## src/hdl/rpd_pkg.sv

```systemverilog
`timescale 1ns / 1ps

package rpd_pkg;

  localparam int MAX_PAYLOAD = 511;
  localparam int CNT_W       = $clog2(MAX_PAYLOAD + 1);
  localparam int CHAR_W      = 8;
  localparam int INDEX_W     = 9;
  localparam int RES_N       = 3;
  localparam int TDATA_W     = 32;
  localparam int TUSER_W     = 5;

  localparam logic [CHAR_W-1:0] CH_START = 8'h24;  // '$'
  localparam logic [CHAR_W-1:0] CH_END   = 8'h23;  // '#'
  localparam logic [CHAR_W-1:0] CH_ACK   = 8'h2B;  // '+'
  localparam logic [CHAR_W-1:0] CH_NAK   = 8'h2D;  // '-'
  localparam logic [CHAR_W-1:0] CH_COLON = 8'h3A;  // ':'

  typedef enum logic [3:0] {
    PH_HUNT   = 4'b0001,
    PH_BODY   = 4'b0010,
    PH_SUM_HI = 4'b0100,
    PH_SUM_LO = 4'b1000
  } phase_t;

  typedef struct packed {
    logic               host_valid;
    logic [CHAR_W-1:0]  host_char;
    logic               payload_valid;
    logic [CHAR_W-1:0]  payload_char;
    logic [INDEX_W-1:0] payload_index;
    logic               packet_done;
    logic               packet_good;
    logic               has_sequence_id;
    logic               last;
  } result_t;

endpackage

```

## src/hdl/rsp_packet_deframer_core.sv

```systemverilog
`timescale 1ns / 1ps
// Packet deframer for the debugger remote serial link.
// s_axis carries one received character per item. The block drops
// characters until '$', forwards body characters as tentative payload,
// checks the two hex checksum digits after '#', and issues the verdict.
// m_axis carries one result per item: a payload character with its index,
// a packet verdict, with the '+' or '-' reply after a checksum, or an
// echoed sequence-id character; tlast marks the final result of one input
// character. A character passes through the input register, then its
// results through the result buffer. Throughput: one character per cycle
// while each yields at most one result and the receiver takes it; a good
// packet with a sequence id yields three results and holds the input
// until they drain through the single output port.
// Reset (rst, synchronous) returns the parser to hunting for '$' and
// empties the input register and the result buffer.
// When the receiver stalls, results wait in the buffer, one more
// character waits in the input register, and then s_axis_tready drops.

module rsp_packet_deframer_core import rpd_pkg::*; (
  input  logic               clk,
  input  logic               rst,
  input  logic               s_axis_tvalid,
  output logic               s_axis_tready,
  input  logic [CHAR_W-1:0]  s_axis_tdata,   // rx_char
  output logic               m_axis_tvalid,
  input  logic               m_axis_tready,
  // host_char, payload_char, payload_index, zero fill
  output logic [TDATA_W-1:0] m_axis_tdata,
  // host_valid, payload_valid, packet_done, packet_good, has_sequence_id
  output logic [TUSER_W-1:0] m_axis_tuser,
  output logic               m_axis_tlast
);

  logic                 in_valid;
  logic [CHAR_W-1:0]    in_char;
  logic                 pop, buf_free, take;
  result_t [RES_N-1:0]  res;
  logic    [RES_N-1:0]  res_valid;
  result_t [RES_N-1:0]  res_buf;
  logic    [RES_N-1:0]  buf_valid;

  assign pop           = buf_valid[0] && m_axis_tready;
  assign buf_free      = !buf_valid[0] || (pop && !buf_valid[1]);
  assign take          = in_valid && buf_free;
  assign s_axis_tready = !in_valid || take;

  always_ff @(posedge clk) begin
    if (rst) begin
      in_valid <= 1'b0;
    end else if (s_axis_tvalid && s_axis_tready) begin
      in_valid <= 1'b1;
    end else if (take) begin
      in_valid <= 1'b0;
    end
  end

  always_ff @(posedge clk) begin
    if (s_axis_tvalid && s_axis_tready) begin
      in_char <= s_axis_tdata;
    end
  end

  rpd_parser u_parser (
    .clk       (clk),
    .rst       (rst),
    .step      (take),
    .rx_char   (in_char),
    .res       (res),
    .res_valid (res_valid)
  );

  // result buffer: loads all results of one character, drains from entry 0
  always_ff @(posedge clk) begin
    if (rst) begin
      buf_valid <= '0;
    end else if (take) begin
      buf_valid <= res_valid;
    end else if (pop) begin
      buf_valid <= {1'b0, buf_valid[RES_N-1:1]};
    end
  end

  always_ff @(posedge clk) begin
    if (take) begin
      res_buf <= res;
    end else if (pop) begin
      res_buf <= {result_t'('0), res_buf[RES_N-1:1]};
    end
  end

  assign m_axis_tvalid = buf_valid[0];
  assign m_axis_tlast  = res_buf[0].last;
  assign m_axis_tdata  = {(TDATA_W - 2 * CHAR_W - INDEX_W)'(0), res_buf[0].payload_index,
                          res_buf[0].payload_char, res_buf[0].host_char};
  assign m_axis_tuser  = {res_buf[0].has_sequence_id, res_buf[0].packet_good,
                          res_buf[0].packet_done, res_buf[0].payload_valid,
                          res_buf[0].host_valid};

endmodule

```

## src/hdl/rpd_parser.sv

```systemverilog
`timescale 1ns / 1ps

module rpd_parser import rpd_pkg::*; (
  input  logic                     clk,
  input  logic                     rst,
  input  logic                     step,
  input  logic [CHAR_W-1:0]        rx_char,
  output result_t [RES_N-1:0]      res,
  output logic    [RES_N-1:0]      res_valid
);

  // bit 4 set for a character that is not a hex digit
  function automatic logic [4:0] hex_decode(input logic [CHAR_W-1:0] c);
    logic [4:0] v;
    v = 5'h10;
    if (c >= 8'h30 && c <= 8'h39) v = {1'b0, 4'(c - 8'h30)};
    else if (c >= 8'h61 && c <= 8'h66) v = {1'b0, 4'(c - 8'h57)};
    else if (c >= 8'h41 && c <= 8'h46) v = {1'b0, 4'(c - 8'h37)};
    return v;
  endfunction

  phase_t            phase, phase_next;
  logic [7:0]        running_sum, running_sum_next;
  logic [CNT_W-1:0]  body_count, body_count_next;
  logic [3:0]        sent_sum_high, sent_sum_high_next;
  logic              sent_sum_bad, sent_sum_bad_next;
  logic [CHAR_W-1:0] first_chars [3];
  logic              fc_we;
  logic [4:0]        hex;
  logic [CNT_W-1:0]  cnt_inc;
  logic              good, seq;

  assign hex     = hex_decode(rx_char);
  assign cnt_inc = body_count + CNT_W'(1);
  assign good    = !sent_sum_bad && !hex[4] && ({sent_sum_high, hex[3:0]} == running_sum);
  assign seq     = good && (body_count >= CNT_W'(3)) && (first_chars[2] == CH_COLON);

  always_comb begin
    phase_next         = phase;
    running_sum_next   = running_sum;
    body_count_next    = body_count;
    sent_sum_high_next = sent_sum_high;
    sent_sum_bad_next  = sent_sum_bad;
    fc_we              = 1'b0;
    res                = '0;
    res_valid          = '0;
    unique case (phase)
      PH_HUNT: begin
        if (rx_char == CH_START) begin
          running_sum_next = '0;
          body_count_next  = '0;
          phase_next       = PH_BODY;
        end
      end
      PH_BODY: begin
        if (rx_char == CH_START) begin
          // restart: fail the open packet, begin a new body
          res[0].packet_done = 1'b1;
          res[0].last        = 1'b1;
          res_valid[0]       = 1'b1;
          running_sum_next   = '0;
          body_count_next    = '0;
        end else if (rx_char == CH_END) begin
          phase_next = PH_SUM_HI;
        end else begin
          running_sum_next     = running_sum + rx_char;
          fc_we                = (body_count < CNT_W'(3));
          body_count_next      = cnt_inc;
          res[0].payload_valid = 1'b1;
          res[0].payload_char  = rx_char;
          res[0].payload_index = INDEX_W'(body_count);
          res_valid[0]         = 1'b1;
          if (cnt_inc == CNT_W'(MAX_PAYLOAD)) begin
            // overflow: failing verdict follows the last body character
            res[1].packet_done = 1'b1;
            res[1].last        = 1'b1;
            res_valid[1]       = 1'b1;
            phase_next         = PH_HUNT;
          end else begin
            res[0].last = 1'b1;
          end
        end
      end
      PH_SUM_HI: begin
        sent_sum_bad_next  = hex[4];
        sent_sum_high_next = hex[3:0];
        phase_next         = PH_SUM_LO;
      end
      PH_SUM_LO: begin
        res[0].host_valid      = 1'b1;
        res[0].host_char       = good ? CH_ACK : CH_NAK;
        res[0].packet_done     = 1'b1;
        res[0].packet_good     = good;
        res[0].has_sequence_id = seq;
        res_valid[0]           = 1'b1;
        if (seq) begin
          res[1].host_valid      = 1'b1;
          res[1].host_char       = first_chars[0];
          res[1].has_sequence_id = 1'b1;
          res_valid[1]           = 1'b1;
          res[2].host_valid      = 1'b1;
          res[2].host_char       = first_chars[1];
          res[2].has_sequence_id = 1'b1;
          res[2].last            = 1'b1;
          res_valid[2]           = 1'b1;
        end else begin
          res[0].last = 1'b1;
        end
        phase_next = PH_HUNT;
      end
      default: begin
        phase_next = PH_HUNT;
      end
    endcase
  end

  always_ff @(posedge clk) begin
    if (rst) begin
      phase         <= PH_HUNT;
      running_sum   <= '0;
      body_count    <= '0;
      sent_sum_high <= '0;
      sent_sum_bad  <= 1'b0;
    end else if (step) begin
      phase         <= phase_next;
      running_sum   <= running_sum_next;
      body_count    <= body_count_next;
      sent_sum_high <= sent_sum_high_next;
      sent_sum_bad  <= sent_sum_bad_next;
    end
  end

  // first three body characters, kept for the sequence-id check and echo
  always_ff @(posedge clk) begin
    if (step && fc_we) begin
      first_chars[body_count[1:0]] <= rx_char;
    end
  end

endmodule

```

## config.mk

```make
export PLATFORM = sky130hd
export DESIGN_NAME = rsp_packet_deframer_core
export DESIGN_NICKNAME = d
export VERILOG_FILES = /design/src/hdl/rpd_pkg.sv /design/src/hdl/rsp_packet_deframer_core.sv /design/src/hdl/rpd_parser.sv
export SDC_FILE = /design/constraint.sdc
export NUM_CORES = 1
export LEC_CHECK = 0
export ABC_AREA = 1
export BUFFER_PORTS_ARGS = -buffer_cell sky130_fd_sc_hd__clkbuf_2
export CAP_MARGIN = 15
export CORE_UTILIZATION = 30
export DETAILED_ROUTE_END_ITERATION = 10
export GPL_TIMING_DRIVEN = 0
export PLACE_DENSITY = 0.54
export SYNTH_ARGS = -nofsm -noshare
export SYNTH_HDL_FRONTEND = slang
export SYNTH_HIERARCHICAL = 1
export SYNTH_SLANG_ARGS = --single-unit
```

## constraint.sdc

```tcl
create_clock -name clk -period 3.8 [get_ports clk]
set_input_delay 0 -clock clk [delete_from_list [all_inputs] [get_ports clk]]
set_output_delay 0 -clock clk [all_outputs]
set_load 0.03 [all_outputs]
```

==> impl_metrics.tcl <==
set metrics [dict create \
    synth_area_um2 8180 \
    synth_top_area_share_pct 45.9 \
    yosysMostFrequentCell "nand2_1" \
    synthCells 907 \
    first_pass_iters 5 \
    seq_area_frac_synth_pct 53.2 \
    grt_pass1_wl_um 27200 \
    clock_sinks 155 \
    cp_top_family "simple AND/OR/NAND/NOR gates" \
    ys_top_cells_by_area "edfxtp_1 46%, nand2_1 13%, buf_4 8.8%" \
    cts_resized 0 \
    setup_tns_ns 0 \
    antenna_cells 0 \
    rsz0062_at_grt "false" \
    start_util_pct 30.4 \
    cts.htree.levels 4 \
    dieHeight_um 167 \
    cts_root_buf "clkbuf_16" \
    place_worst_setup_slack_ns 0.779 \
    grt_pass1_vias 5196 \
    cts_inserted_buffers 17 \
    avgSynthCellArea_um2 9.02 \
    synth_cell_types 39 \
    async_flop_share_pct 0 \
    wl_met1_um 8460 \
    ir_drop_mv 0.258 \
    crit_slowest_cell "nor2_1" \
    timing.final.crit_share_pct 80.1 \
    maxSlewViolCount 0 \
    synth_top_cell_by_area "edfxtp_1" \
    wl_met3_um 685 \
    wl_met2_um 7720 \
    yosysWarnings 6 \
    top_layer "met4" \
    wl_um 16900 \
    drive_above_1_share_pct 22.6 \
    num_rows 60 \
    relSlewSlack_pct 21.9 \
    syn_to_final_growth_pct 18.9 \
    power.density_nw_per_um2 407 \
    cp_slowest_stage_delay_ns 0.77 \
    track_usage_pct 12.7 \
    die-area_um2 27900 \
    wl_per_cell_um 12.2 \
    final-setup-viol-count 0 \
    hp-class "input port to flip-flop" \
    post-dp-hpwl_um 11800 \
    worst_slack_ns 0.757 \
    ys_ff_latch 155 \
    crit_buf_inv 3 \
    end_kind "flip-flop" \
    viasPerCell 4.09 \
    synthTopCellsByCount "282 x nand2_1, 125 x edfxtp_1, 109 x inv_1" \
    crit_path_frequent_cell "inv_1" \
    placed_area_um2 9040 \
    die_x_um 167 \
    dpl.cell_count 1340 \
    hold_viol_final 0 \
    gp_congestion 0.814 \
    finClkSkew_ns 0.0152 \
    drt_iter0_markers 358 \
    grt_overflow 0 \
    cts_max_path_buffers 2 \
    synthFlopType "edfxtp_1" \
    antenna_left 0 \
    port_buffers 44 \
    clk_pin_slew_ns 0.06 \
    p_leak_nw 4.26 \
    max_freq_mhz 329 \
    maxCapViolCount 0 \
    core-area_um2 26900 \
    nets 1057 \
    crit_chain "inv_1 > ha_1 > nand3_1 > nor2_1 > inv_1 > nand3_2 > inv_1 > nand3_1 > nor2_1" \
    critPathRequiredTime_ns 3.84 \
    crit_fanout 9 \
    io_pins 52 \
    arrival_ns 3.08 \
    drc 0 \
    insertion_delay_ns 0.43 \
    stdcell_count 1383 \
    critPathKind "flip-flop to flip-flop" \
    cts_tree "yes" \
    antenna_found_initial 0 \
    grt_max_degree 55 \
    synth-edff-count 125 \
    design_area_um2 9720 \
    status "complete, no violations" \
    worst-slew-pin-transition_ns 1.16 \
    crit_path_start_kind "flip-flop" \
    route.vias.total 5657 \
    min_period_ns 3.04 \
]
==> power breakdown <==
group          leakage (nW)  internal [mW]  switching, mW  total, mW
Sequential             1.43           1.90         0.0312       1.93
Clock                 0.268          0.967          0.705       1.67
Combinational          2.56          0.136          0.215      0.351
==> final cells by class <==
class                           count  area, um2
Fill cell                        2742      17200
Sequential cell                   155       4350
Multi-Input combinational cell    573       2740
Buffer                            113        843
Clock buffer                       18        429
Inverter                          113        427
Tap cell                          341        427
Timing Repair Buffer               56        358
Clock inverter                     14        148
==> final timing paths <==
| path | start | end | slack [ns] | depth (start not counted) |
|---|---|---|---|---|
| setup / recovery | in_char[1] | u_parser/first_chars[1][7] | 0.76 | 9 |
| hold / removal | s_axis_tvalid | in_valid | 0.03 | 3 |
| setup reg to reg | in_char[1] | u_parser/first_chars[1][7] | 0.76 | 9 |
| hold reg to reg | u_parser/body_count[8] | u_parser/body_count[8] | 0.48 | 2 |
==> registers in the layout, summed over array words and instances (netlist names) <==
signal                  cells
u_parser/phase              4
m_axis_tlast                1
u_parser/sent_sum_bad       1
res_buf                    62
buf_valid                   3
u_parser/body_count         9
in_char                     8
in_valid                    1
u_parser/sent_sum_high      4
m_axis_tdata               25
u_parser/running_sum        8
u_parser/first_chars       24
m_axis_tuser                5
==> per-stage QoR <==
stage | hold WS (ns) | power (mW) | util (%)
finish | 0.0292 | 3.95 | 36.2
global route | 0.0177 | 4.10 | 36.2
CTS | 0.0240 | 3.99 | 36.2
detailed placement | 0.179 | 2.31 | 33.6
global placement | 0.177 | 2.31 | 33.5
floorplan | 0.0691 | 2.23 | -
==> per-layer routing <==
metal / global-route usage, % / up-vias
met5: 0 / -
met4: 2.86 / 0
met3: 3.07 / 4
met2: 20.3 / 110
met1: 17.2 / 2555
li1: - / 2988
==> worst reg2reg max path: stages, from the launching register on <==
cell and delay (ns):
edfxtp_1 0.60, inv_1 0.18, ha_1 0.26, nand3_1 0.10, nor2_1 0.11, inv_1 0.14
nand3_2 0.16, inv_1 0.20, nand3_1 0.15, nor2_1 0.77
==> layout by cell type, fill, tap and decap left out, types with 2 or more instances in the layout <==
cell type / Yosys / layout
clkinvlp_4: 0 / 3
conb_1: 2 / 49
buf_4: 96 / 96
a21oi_1: 29 / 29
or2_2: 2 / 2
clkbuf_16: 0 / 17
nand2_2: 8 / 8
xor2_1: 4 / 4
buf_6: 5 / 5
inv_1: 109 / 109
o21ai_0: 8 / 8
clkinv_4: 0 / 5
nand3_1: 40 / 40
nand3_2: 4 / 4
bufinv_16: 0 / 2
nand2_4: 2 / 3
nand4_1: 12 / 12
nand2_1: 282 / 281
clkbuf_2: 0 / 44
xnor2_1: 3 / 3
buf_2: 8 / 8
edfxtp_1: 125 / 125
clkbuf_1: 2 / 3
o21ai_2: 3 / 3
nand3b_1: 2 / 2
nor3_1: 8 / 8
ha_1: 15 / 15
nor2_1: 69 / 69
clkinv_1: 0 / 2
nor2_4: 10 / 10
nor2_2: 14 / 14
dfxtp_1: 30 / 30
inv_2: 3 / 3
dlygate4sd3_1: 0 / 11
==> timing repair <==
action | 4_1_cts | 5_1_grt
hold buffers | 11 | 0
setup endpoints to repair | 0 | 0
endpoints found under the hold margin | 12 | 0
setup buffers | 0 | 0
==> cell families after synthesis <==
group / count (synthesis) / synth area share (%)
other: 2 / 0.0918
AOI/OAI and AO/OA: 44 / 3.06
adders and majority gates: 16 / 2.54
and+or+nand+nor: 457 / 24.8
buffers and inverters: 226 / 15.5
xor gates and xnor gates: 7 / 0.750
DFF: 155 / 53.2
Note: power is estimated with default switching activity, not from simulation.
